$ cat config.mk
export PLATFORM = sky130hd
export DESIGN_NAME = sync_length_frame_deframer
export DESIGN_NICKNAME = d
export VERILOG_FILES = /design/src/sldf_pkg.sv /design/src/sync_length_frame_deframer.sv
export SDC_FILE = /design/constraint.sdc
export NUM_CORES = 1
export LEC_CHECK = 0
export ABC_AREA = 1
export BUFFER_PORTS_ARGS = -buffer_cell sky130_fd_sc_hd__buf_4
export CELL_PAD_IN_SITES_DETAIL_PLACEMENT = 0
export CELL_PAD_IN_SITES_GLOBAL_PLACEMENT = 1
export CORE_MARGIN = 10
export CORE_UTILIZATION = 48
export DETAILED_ROUTE_END_ITERATION = 16
export PLACE_DENSITY_LB_ADDON = 0.1
export SLEW_MARGIN = 40
export SYNTH_ARGS = -nofsm -noshare
export SYNTH_HDL_FRONTEND = slang
export SYNTH_SLANG_ARGS = --single-unit
$ cat constraint.sdc
create_clock -name clk -period 4.15 [get_ports clk]
set_clock_uncertainty 0.05 [all_clocks]
set_input_delay 0.2075 -clock clk [delete_from_list [all_inputs] [get_ports clk]]
set_output_delay 0.2075 -clock clk [all_outputs]
set_load 0.03 [all_outputs]
$ cat src/sldf_pkg.sv
`timescale 1ns / 1ps

package sldf_pkg;

  localparam logic [7:0] SYNC_LO = 8'hEB;
  localparam logic [7:0] SYNC_HI = 8'h90;

  localparam logic [7:0] FTYPE_FILE_LO = 8'h91;
  localparam logic [7:0] FTYPE_FILE_HI = 8'h9E;
  localparam logic [7:0] FTYPE_SHORT   = 8'h61;

  localparam logic [7:0] SUB_NONE_A   = 8'hF1;
  localparam logic [7:0] SUB_NONE_B   = 8'hF6;
  localparam logic [7:0] SUB_FILE_LEN = 8'hF2;
  localparam logic [7:0] SUB_FILE_NUM = 8'hF5;
  localparam logic [7:0] SUB_PAYLOAD  = 8'hF7;

  localparam int COUNT_W = 17;
  localparam logic [COUNT_W-1:0] COUNT_MAX = '1;

  // result kinds
  localparam logic [3:0] KIND_FTYPE    = 4'd0;
  localparam logic [3:0] KIND_SUBTYPE  = 4'd1;
  localparam logic [3:0] KIND_FILE_LEN = 4'd2;
  localparam logic [3:0] KIND_MD5      = 4'd3;
  localparam logic [3:0] KIND_NAME     = 4'd4;
  localparam logic [3:0] KIND_FILE_NUM = 4'd5;
  localparam logic [3:0] KIND_PAYLOAD  = 4'd6;
  localparam logic [3:0] KIND_SHORT    = 4'd7;
  localparam logic [3:0] KIND_END      = 4'd8;

  // end status codes
  localparam logic [1:0] ST_OK        = 2'd0;
  localparam logic [1:0] ST_BAD_SYNC  = 2'd1;
  localparam logic [1:0] ST_BAD_LEN   = 2'd2;
  localparam logic [1:0] ST_TOO_SHORT = 2'd3;

  typedef struct packed {
    logic [3:0]  kind;
    logic [31:0] value;
    logic [5:0]  field_offset;
    logic [1:0]  status;
    logic        last_of_run;
  } result_t;

endpackage

$ cat src/sync_length_frame_deframer.sv
`timescale 1ns / 1ps

// Deframer for sync/length frames: EB 90, 16-bit little-endian length, frame
// type, subtype, body. One byte per slave transaction, s_tlast on the final
// byte of a frame. Each byte is decoded in the cycle it is accepted and its
// results (zero, one or two) land in a two-entry output buffer. A byte that
// yields one result, or none, is taken every cycle while the master side
// keeps up; a byte that yields two (a field plus the end result on the last
// byte) holds the slave side while the buffer drains, so throughput is one
// byte per cycle while the master side keeps up, with a stall at each frame end that
// also carries a field. The end result carries the status and the F7 payload
// count; consumers should drop the frame's fields when status is not ok.
// Fields are emitted even on bad sync, and 32-bit words cut short by the end
// of frame are never emitted.
module sync_length_frame_deframer (
  input  logic        clk,
  input  logic        rst,
  // slave side: one frame byte per transaction
  input  logic        s_tvalid,
  output logic        s_tready,
  input  logic [7:0]  s_tdata,   // [7:0] rx_byte
  input  logic        s_tlast,   // frame_last
  // master side: one decoded result per transaction
  output logic        m_tvalid,
  input  logic        m_tready,
  output logic [39:0] m_tdata,   // [31:0] value, [37:32] field_offset, [39:38] status
  output logic [3:0]  m_tuser,   // [3:0] kind
  output logic        m_tlast    // last_of_run
);
  import sldf_pkg::*;

  // frame state
  logic [COUNT_W-1:0] byte_count;
  logic [15:0]        declared_length;
  logic [7:0]         frame_kind;
  logic [7:0]         sub_kind;
  logic [31:0]        word_accumulator;
  logic               sync_error;
  logic [15:0]        payload_count;

  // output buffer, entry 0 is the head
  result_t    q [2];
  result_t    q_next [2];
  logic [1:0] count;
  logic [1:0] count_next;

  logic pop;
  logic accept;

  assign m_tvalid = (count != 2'd0);
  assign pop      = m_tvalid && m_tready;
  // Accepting is only allowed when the buffer will be empty after this edge,
  // so both result slots are free for the new byte.
  assign s_tready = (count == 2'd0) || ((count == 2'd1) && m_tready);
  assign accept   = s_tvalid && s_tready;

  assign m_tdata = {q[0].status, q[0].field_offset, q[0].value};
  assign m_tuser = q[0].kind;
  assign m_tlast = q[0].last_of_run;

  // ---------------- per-byte decode ----------------
  logic [COUNT_W-1:0] pos;
  logic [7:0]         b;
  logic               in_file_range;
  logic               word_sub;
  logic [31:0]        wacc_shift;

  logic               fld_valid;
  result_t            fld;
  result_t            end_res;

  logic [COUNT_W-1:0] count_inc;
  logic               sync_error_next;
  logic [15:0]        declared_length_next;
  logic [7:0]         frame_kind_next;
  logic [7:0]         sub_kind_next;
  logic [31:0]        word_accumulator_next;
  logic [15:0]        payload_count_next;

  assign pos           = byte_count;
  assign b             = s_tdata;
  assign in_file_range = (frame_kind >= FTYPE_FILE_LO) && (frame_kind <= FTYPE_FILE_HI);
  assign word_sub      = (sub_kind == SUB_FILE_LEN) || (sub_kind == SUB_FILE_NUM) ||
                         (sub_kind == SUB_PAYLOAD);
  assign wacc_shift    = {b, word_accumulator[31:8]};
  assign count_inc     = (byte_count < COUNT_MAX) ? byte_count + 1'b1 : byte_count;

  always_comb begin
    fld_valid             = 1'b0;
    fld                   = '0;
    sync_error_next       = sync_error;
    declared_length_next  = declared_length;
    frame_kind_next       = frame_kind;
    sub_kind_next         = sub_kind;
    word_accumulator_next = word_accumulator;
    payload_count_next    = payload_count;

    if (pos == COUNT_W'(0)) begin
      if (b != SYNC_LO) sync_error_next = 1'b1;
    end else if (pos == COUNT_W'(1)) begin
      if (b != SYNC_HI) sync_error_next = 1'b1;
    end else if (pos == COUNT_W'(2)) begin
      declared_length_next = {8'd0, b};
    end else if (pos == COUNT_W'(3)) begin
      declared_length_next = {b, declared_length[7:0]};
    end else if (pos == COUNT_W'(4)) begin
      frame_kind_next = b;
      fld_valid       = 1'b1;
      fld.kind        = KIND_FTYPE;
      fld.value       = {24'd0, b};
    end else if (pos == COUNT_W'(5)) begin
      sub_kind_next = b;
      fld_valid     = 1'b1;
      fld.kind      = KIND_SUBTYPE;
      fld.value     = {24'd0, b};
    end else if (in_file_range) begin
      if (word_sub && (pos <= COUNT_W'(9))) begin
        word_accumulator_next = wacc_shift;
        if (pos == COUNT_W'(9)) begin
          fld_valid = 1'b1;
          fld.kind  = (sub_kind == SUB_FILE_LEN) ? KIND_FILE_LEN : KIND_FILE_NUM;
          fld.value = wacc_shift;
        end
      end else if (sub_kind == SUB_FILE_LEN) begin
        if ((pos >= COUNT_W'(10)) && (pos < COUNT_W'(26))) begin
          fld_valid        = 1'b1;
          fld.kind         = KIND_MD5;
          fld.value        = {24'd0, b};
          fld.field_offset = pos[5:0] - 6'd10;
        end else if ((pos >= COUNT_W'(26)) && (pos < COUNT_W'(51))) begin
          fld_valid        = 1'b1;
          fld.kind         = KIND_NAME;
          fld.value        = {24'd0, b};
          fld.field_offset = pos[5:0] - 6'd26;
        end
      end else if (sub_kind == SUB_PAYLOAD) begin
        if (payload_count != 16'hFFFF) payload_count_next = payload_count + 1'b1;
        fld_valid = 1'b1;
        fld.kind  = KIND_PAYLOAD;
        fld.value = {24'd0, b};
      end
    end else if (frame_kind == FTYPE_SHORT) begin
      if (pos == COUNT_W'(6)) begin
        fld_valid = 1'b1;
        fld.kind  = KIND_SHORT;
        fld.value = {24'd0, b};
      end
    end
  end

  // End result, built from the state as it stands after this byte.
  always_comb begin
    end_res             = '0;
    end_res.kind        = KIND_END;
    end_res.value       = {16'd0, payload_count_next};
    end_res.last_of_run = 1'b1;
    if (count_inc < COUNT_W'(4)) begin
      end_res.status = ST_TOO_SHORT;
    end else if (sync_error_next) begin
      end_res.status = ST_BAD_SYNC;
    end else if ({1'b0, declared_length_next} != (count_inc - COUNT_W'(4))) begin
      end_res.status = ST_BAD_LEN;
    end else begin
      end_res.status = ST_OK;
    end
  end

  // ---------------- output buffer ----------------
  always_comb begin
    q_next[0]  = q[0];
    q_next[1]  = q[1];
    count_next = count;
    if (pop) begin
      q_next[0]  = q[1];
      count_next = count - 1'b1;
    end
    if (accept) begin
      // buffer is empty after the pop whenever a byte is accepted
      if (fld_valid) begin
        q_next[0]             = fld;
        q_next[0].last_of_run = !s_tlast;
        q_next[1]             = end_res;
        count_next            = s_tlast ? 2'd2 : 2'd1;
      end else if (s_tlast) begin
        q_next[0]  = end_res;
        count_next = 2'd1;
      end else begin
        count_next = 2'd0;
      end
    end
  end

  always_ff @(posedge clk) begin
    q[0] <= q_next[0];
    q[1] <= q_next[1];
  end

  always_ff @(posedge clk) begin
    if (rst) begin
      count            <= 2'd0;
      byte_count       <= '0;
      declared_length  <= '0;
      frame_kind       <= '0;
      sub_kind         <= '0;
      word_accumulator <= '0;
      sync_error       <= 1'b0;
      payload_count    <= '0;
    end else begin
      count <= count_next;
      if (accept) begin
        if (s_tlast) begin
          // frame done: everything back to zero
          byte_count       <= '0;
          declared_length  <= '0;
          frame_kind       <= '0;
          sub_kind         <= '0;
          word_accumulator <= '0;
          sync_error       <= 1'b0;
          payload_count    <= '0;
        end else begin
          byte_count       <= count_inc;
          declared_length  <= declared_length_next;
          frame_kind       <= frame_kind_next;
          sub_kind         <= sub_kind_next;
          word_accumulator <= word_accumulator_next;
          sync_error       <= sync_error_next;
          payload_count    <= payload_count_next;
        end
      end
    end
  end

  // ---------------- assertions ----------------
  a_count_bound: assert property (@(posedge clk) disable iff (rst)
    count <= 2'd2)
    else $error("output buffer count out of range");

  a_frame_clear: assert property (@(posedge clk) disable iff (rst)
    (accept && s_tlast) |=> (byte_count == '0) && (payload_count == '0) && !sync_error)
    else $error("frame state not cleared after last byte");

  a_end_is_last: assert property (@(posedge clk) disable iff (rst)
    (m_tvalid && (m_tuser == KIND_END)) |-> m_tlast)
    else $error("end result without last_of_run");

  a_status_end_only: assert property (@(posedge clk) disable iff (rst)
    (m_tvalid && (m_tuser != KIND_END)) |-> (m_tdata[39:38] == ST_OK))
    else $error("status set on a non-end result");

  a_no_accept_full: assert property (@(posedge clk) disable iff (rst)
    (count == 2'd2) |-> !s_tready)
    else $error("byte accepted with full output buffer");

endmodule

* Yosys cells after proc, flatten, opt, wreduce, memory -nomap -nowiden *
Memories as Yosys holds them, arrays and structs flattened.
Index checks and enable logic that the tools add are counted.
W data, S select, Z words.

storage, ports and cells
  register bits = 100
  RAM bits = 90
  input bits = 13
  output and inout port bits = 47
  logic and storage cells = 163
  memories kept = 1

cells by class
  $add $sub $neg = 6
  magnitude comparators = 9
  equality and inequality tests = 22
  multiplexer cells = 95
  reduce and logical (&&, ||, !) cells = 22

memories
  name  depth  width  read ports  clocked after Yosys merged registers in  wr ports  RTL line                          source
  q     2      45     2           0                                        2         sync_length_frame_deframer.sv:42  result_t q [2];

operator list
  cell                     count
  $mux W32                 9
  $mux W16                 17
  $mux W36                 6
  $mux W45                 4
  $mux W42                 4
  $mux W35                 3
  $mux W8                  13
  $mux W90                 1
  $mux W41                 2
  $eq A17 B3 Y1 const B    3
  $eq A17 B2 Y1 const B    2
  $mux W17                 2
  $mux W6                  5
  $eq A8 B8 Y1 const B     3
  $mux W1                  21
  $add A17 B1 Y17 const B  1
  $eq A17 B1 Y1 const B    1
  $eq A17 B4 Y1 const B    1
  $ge A17 B4 Y1 const B    1
  $ge A17 B5 Y1 const B    1
  $le A17 B4 Y1 const B    1
  $logic_not A17 Y1        1
  $lt A17 B17 Y1 const B   1
  $lt A17 B3 Y1 const B    1
  25 further kinds         50

* Longest topological paths before layout *
Gate-level depths: netlist of the first run.

  depth in word-level cells = 15
  gate-level depth with buffers = 24
  depth with buffers taken out = 24

* Worst setup path before layout of the first run *
OpenSTA, ideal clock, no wires.

  path kind = register -> register
  start = register byte_count[1]
  end = memory q[0][47] (netlist bit) (data pin)
  setup time = 0.255 ns
  arrival time = 2.543 ns
  required time = 3.845 ns
  path slack = 1.302 ns
  stages on the path, launching flop included = 23
  buffers on the path = 1
  cell sequence = dfxtp_1 > ha_1 > nand3_4 > nor2_4 > nand2_4 > nor2_8 > buf_6 > nor2_2 > nor2_4 > ha_1 > nand3_2 > inv_1 > nand2_2 > nand2_1 > nand2_1 > nand2_1 > nand2_1 > nor2_1 > nand2_1 > nor2_1 > nand3_1 > nand2_1 > nand2_1

RTL lines
  what                    RTL line                           source
  start, declared         sync_length_frame_deframer.sv:33   logic [COUNT_W-1:0] byte_count;
  start signal, assigned  sync_length_frame_deframer.sv:221  byte_count <= count_inc;
  end, declared           sync_length_frame_deframer.sv:42

==> results of run 1 <==
cells in the mapped netlist, types with 12 or more instances:
master    number  share of area (%)
nand2_1      350                 14
inv_1        161                6.2
dfxtp_1      137                 28
a21oi_1      111                5.7
nor2_1       106                4.1
nand3_1       85                4.4
o21ai_0       68                3.5
buf_4         47                3.6
nand4_1       35                2.3
clkbuf_1      29                1.1
nor2_2        20                1.3
edfxtp_1      18                5.6
nor3_1        16               0.82
xor2_1        15                1.4
inv_2         13               0.50
a211oi_1      12               0.93
buf_2         12               0.62
ha_1          12                1.5
o22ai_1       12               0.77
state kept, by name (all words and copies together), names as in the netlist:
signal,flops
q,63
word_accumulator,24
byte_count,17
declared_length,16
payload_count,16
frame_kind,8
sub_kind,8
count,2
sync_error,1
where the power goes:
group / total (µW) / internal (µW) / switching, µW
combinational: 978 / 318 / 660
sequential: 1710 / 1630 / 77.8
clock: 1630 / 912 / 713
worst max-delay path by stage:
stage,start,endpoint,slack (ps)
after detailed placement,byte_count[2],q[0][47],850
after global placement,byte_count[2],q[0][47],930
after floorplan,byte_count[1],q[0][47],1300
after global routing,byte_count[2],q[0][47],410
final,byte_count[2],q[0][47],800
after CTS,byte_count[2],q[0][47],830
layer usage:
layer	up-vias	wire, µm	track usage (%)
met5	-	0	0
met4	0	581	6.29
met3	40	1340	3.59
met2	200	14000	37.3
met1	4280	13700	30.0
li1	4530	-	-
area by class of cell:
type / instances / area (µm²) / area share (%)
clock inverter: 14 / 175 / 1.66
inverter: 180 / 693 / 6.55
tap: 270 / 338 / 3.19
timing repair buffer: 67 / 507 / 4.79
multi-input combinational: 973 / 5160 / 48.7
clock buffer: 18 / 429 / 4.05
sequential: 155 / 3280 / 31.0
per-stage QoR:
| step | hold slack [ps] | total power (µW) | cell area, µm² | worst slack (ps) |
|---|---|---|---|---|
| 2_1_floorplan | 318 | 2490 | 9730 | 1300 |
| 3_3_place_gp | 399 | 2710 | 9970 | 925 |
| 3_5_place_dp | 406 | 2720 | 9980 | 854 |
| 4_1_cts | 34.8 | 4330 | 10600 | 827 |
| 5_1_grt | 72.9 | 4490 | 10600 | 414 |
| 6_report | 50.6 | 4310 | 10600 | 804 |
cell families (layout without fill, tap and decap cells):
kind of cell | count (synthesis) | count (layout) | share of synthesized area, %
simple gates | 680 | 680 | 32.9
mux | 12 | 12 | 1.25
xor+xnor | 18 | 18 | 1.70
flops | 155 | 155 | 33.7
buf+inv | 276 | 279 | 13.4
compound gates | 251 | 251 | 15.5
fa+ha+maj | 12 | 12 | 1.54
tightest hold or removal path, delay by kind of cell:
family	cells	cell delay [ps]
AND/OR/NAND/NOR	2	160
buffers and inverters	1	120
==> results_dict.tcl, run 1 <==
set metrics [dict create \
    crit_cells 19 \
    synth_ff_type "dfxtp_1" \
    vias_per_cell 5.40 \
    grt_usage_pct 22.6 \
    chipHeight_um 162 \
    start_kind "flip-flop" \
    die_w_um 162 \
    core_mm2 0.0201 \
    hold_end "q[0][10]" \
    drt-initial-drc-count 620 \
    path_class "reg -> reg" \
    diodes 0 \
    dr_total_vias 9050 \
    grt_pass1_vias 8687 \
    antenna_found_initial 0 \
    max_freq_mhz 299 \
    setup_viol 0 \
    antenna_left 0 \
    seq_area_frac_synth_pct 33.7 \
    dp_hpwl_mm 22.0 \
    fill_cells 2078 \
    critPathMaxFanout 13 \
    p_leak_uw 0.00445 \
    rows 52 \
    post_cts_buffers 0 \
    fin_cells 1677 \
    drt_pass1_iterations 5 \
    insertion_delay_ps 430 \
    cts_buffers 17 \
    grt_max_degree 77 \
    cts_tree "yes" \
    tightest_slew_ps 678 \
    cts-root-buf "clkbuf_16" \
    synth_nets 1429 \
    post-route-drc-count 0 \
    r2r-start "byte_count[2]" \
    ff2ff_path_depth 19 \
    avgSynthCellArea_um2 6.93 \
    worstHoldPathCells 3 \
    critPathMaxStageDelay_ps 580 \
    crit_path_end_kind "flip-flop" \
    worst_ep_arrival_time_ps 3480 \
    synth_area_mm2 0.00973 \
    final_cell_mix "nand2_1 (349), inv_1 (161), dfxtp_1 (137), a21oi_1 (111), nor2_1 (105)" \
    max_slew_margin_pct 54.6 \
    area_growth_pct 8.78 \
    path_buf_inv 0 \
    cts_hold_buf 0 \
    cts-htree-levels 4 \
    cp.required_ps 4280 \
    initial_core_util_pct 48.4 \
    gp_congestion 0.910 \
    die_area_mm2 0.0264 \
    r2r_slack_ps 800 \
    io_pins 60 \
    min_period_over_period_pct 80.6 \
    synth_edf_count 18 \
    crit_family "simple AND/OR/NAND/NOR gates" \
    async_flop_share_pct 0 \
    ys_ff_latch 155 \
    place_inst 1645 \
    cts.reportedPaths.clkPinSlew_ps 70 \
    hold_viol 0 \
    status "completed" \
    crit_path_top_delay_cell "dfxtp_1" \
    overflow 0 \
    fin_tns_setup_ps 0 \
    synthCells 1404 \
    wl_mm 29.6 \
    drv_slew 0 \
    nets 1419 \
    power_density_mw_per_mm2 407 \
    reg2reg_to "q[0][47]" \
    drive_gt1_share_pct 14.7 \
    hp-start "s_tdata[1]" \
    cts_resized 0 \
    port_buffers 59 \
    peakVddDrop_mv 0.234 \
    final_common_cell "nand2_1" \
    drv_cap 0 \
    synth_cell_types 64 \
    grt_pass1_wl_mm 47.9 \
    hp-class "in -> reg" \
    clkSinkCount 155 \
    wl_per_cell_um 17.7 \
    crit_path_cell_trace "ha_1 -> nand3_4 -> nor2_4 -> nand2_4 -> nor2_8 -> nor2_2 -> nor2_4 -> ha_1 -> nand3_2 -> nor2_1 -> nand2_1 -> nand2_1 -> nor2_1 -> nor2_1 -> nand3_1 -> nor2_1 -> nand3_1 -> nand2_1 -> nand2_1" \
    yosys_warnings 0 \
    utilization_pct 52.6 \
    cts_max_path_buffers 2 \
    min_period_ps 3350 \
    grt_setup_unrepaired "false" \
]
Note: power is estimated with default switching activity, not from simulation.
==> run 2: changes to the inputs <==
CORE_UTILIZATION = 45   (was 48)
clock period = 3.28 ns   (was 4.15 ns; I/O delays follow)
==> results_dict.tcl, run 2 (synthesized netlist as in run 1, its figures left out) <==
set metrics [dict create \
    gp_congestion 0.885 \
    largest_registers "q x63, word_accumulator x24, byte_count x17" \
    critPathMaxFanout 8 \
    dp_hpwl_mm 22.8 \
    insertion_delay_ps 440 \
    drv_slew 0 \
    cts-root-buf "clkbuf_16" \
    grt_pass1_wl_mm 48.4 \
    min_period_ps 3000 \
    port_buffers 59 \
    fin_cells 1708 \
    placed_area_mm2 0.0102 \
    cts_buffers 17 \
    drv_cap 0 \
    cts_max_path_buffers 2 \
    regMostFlops "q" \
    tightest_slew_ps 675 \
    drt_pass1_iterations 6 \
    setup_viol 0 \
    crit_path_end_kind "flip-flop" \
    fin_area_mm2 0.0108 \
    largest_register_ffs 63 \
    fin_tns_setup_ps 0 \
    r2r-start "byte_count[1]" \
    io_pins 60 \
    min_period_over_period_pct 91.5 \
    worst_ep_arrival_time_ps 3280 \
    initial_core_util_pct 46.0 \
    cts_tree "yes" \
    overflow 0 \
    final_common_cell "nand2_1" \
    p_leak_uw 0.00460 \
    post-route-drc-count 0 \
    dr_total_vias 9091 \
    drive_gt1_share_pct 16.5 \
    diodes 0 \
    max_slew_margin_pct 55.0 \
    hp-class "in -> reg" \
    timing.hold.ws_ps 18.5 \
    antenna_found_initial 0 \
    die_area_mm2 0.0279 \
    die_w_um 167 \
    hp-start "s_tdata[5]" \
    chipHeight_um 167 \
    power_density_mw_per_mm2 509 \
    vias_per_cell 5.32 \
    cts-htree-levels 4 \
    grt_usage_pct 21.4 \
    peakVddDrop_mv 0.288 \
    area_growth_pct 11.4 \
    wl_mm 30.7 \
    grt_setup_unrepaired "false" \
    cts.reportedPaths.clkPinSlew_ps 70 \
    grt_max_degree 76 \
    clkSinkCount 155 \
    post_cts_buffers 0 \
    path_class "reg -> reg" \
    nets 1445 \
    total_power_uw 5510 \
    cp.required_ps 3560 \
    drt-initial-drc-count 794 \
    hold_viol 0 \
    place_inst 1675 \
    max_freq_mhz 333 \
    wl_per_cell_um 18.0 \
    final_cell_mix "nand2_1 (349), inv_1 (161), dfxtp_1 (134), a21oi_1 (111), nor2_1 (105)" \
    rows 53 \
    status "completed" \
    core_mm2 0.0212 \
    startpoint "byte_count[1]" \
    antenna_left 0 \
    fill_cells 2196 \
    start_kind "flip-flop" \
    grt_pass1_vias 8660 \
]
run 2: cell types whose count changed in the layout (fill, tap and decap cells not counted), moves of 2 or more:
cell | previous run | this run
dfxtp_2 | 0 | 3
dfxtp_1 | 137 | 134
ha_1 | 12 | 10
ha_2 | 0 | 2
inv_6 | 6 | 2
clkinv_4 | 3 | 5
buf_4 | 66 | 89
buf_12 | 0 | 2
run 2: critical path, stage by stage, from the launching register on:
cell and delay [ps]:
dfxtp_2 370, inv_1 170, ha_1 210, inv_1 70, nand2_1 70, nand2_1 110
nor3_4 240, nand2_1 70, nand2_1 120, inv_2 40, nor2_2 100, inv_2 70
o21ai_4 240, a21oi_4 110, nor2_8 180, inv_1 150, ha_1 290, o21ai_0 170
a21oi_1 50
run 2: final cells by class:
| class | count | area [µm²] | share of cell area [%] |
|---|---|---|---|
| Clock buffer | 20 | 468 | 4.32 |
| Clock inverter | 12 | 148 | 1.36 |
| Tap cell | 275 | 344 | 3.17 |
| Inverter | 180 | 693 | 6.40 |
| Multi-Input combinational cell | 973 | 5170 | 47.7 |
| Timing Repair Buffer | 93 | 729 | 6.73 |
| Sequential cell | 155 | 3290 | 30.3 |
run 2: repair_timing:
item | CTS | global route
setup endpoints to repair | 0 | 27
hold buffers | 1 | 0
resized for setup | 0 | 7
hold endpoints to repair | 1 | 0
run 2: stage by stage:
stage	worst slack (ps)	utilization, %
floorplan	432	-
CTS	157	51.2
detailed placement	186	48.2
global placement	248	48.2
global route	8.09	51.2
finish	277	51.2
run 2: report_power, final:
part           switching [µW]  leakage [µW]  total [µW]  internal (µW)
clock                     928      0.000298        2080           1150
sequential                107       0.00125        2170           2060
combinational             844       0.00306        1270            424
run 2: metal layers:
metal  up-vias  share of wire, %  track usage, %
li1       4587                 -               -
met1      4199                47            29.2
met2       260                46            34.3
met3        45               5.5            2.94
met4         0               1.8            6.26
met5         -                 0               0
run 2: final timing paths:
kind,slack [ps],end,cells past startpoint
min,20,q[0][14],4
max,280,count[0],18
max reg2reg,280,count[0],18
min reg2reg,420,q[0][29],2
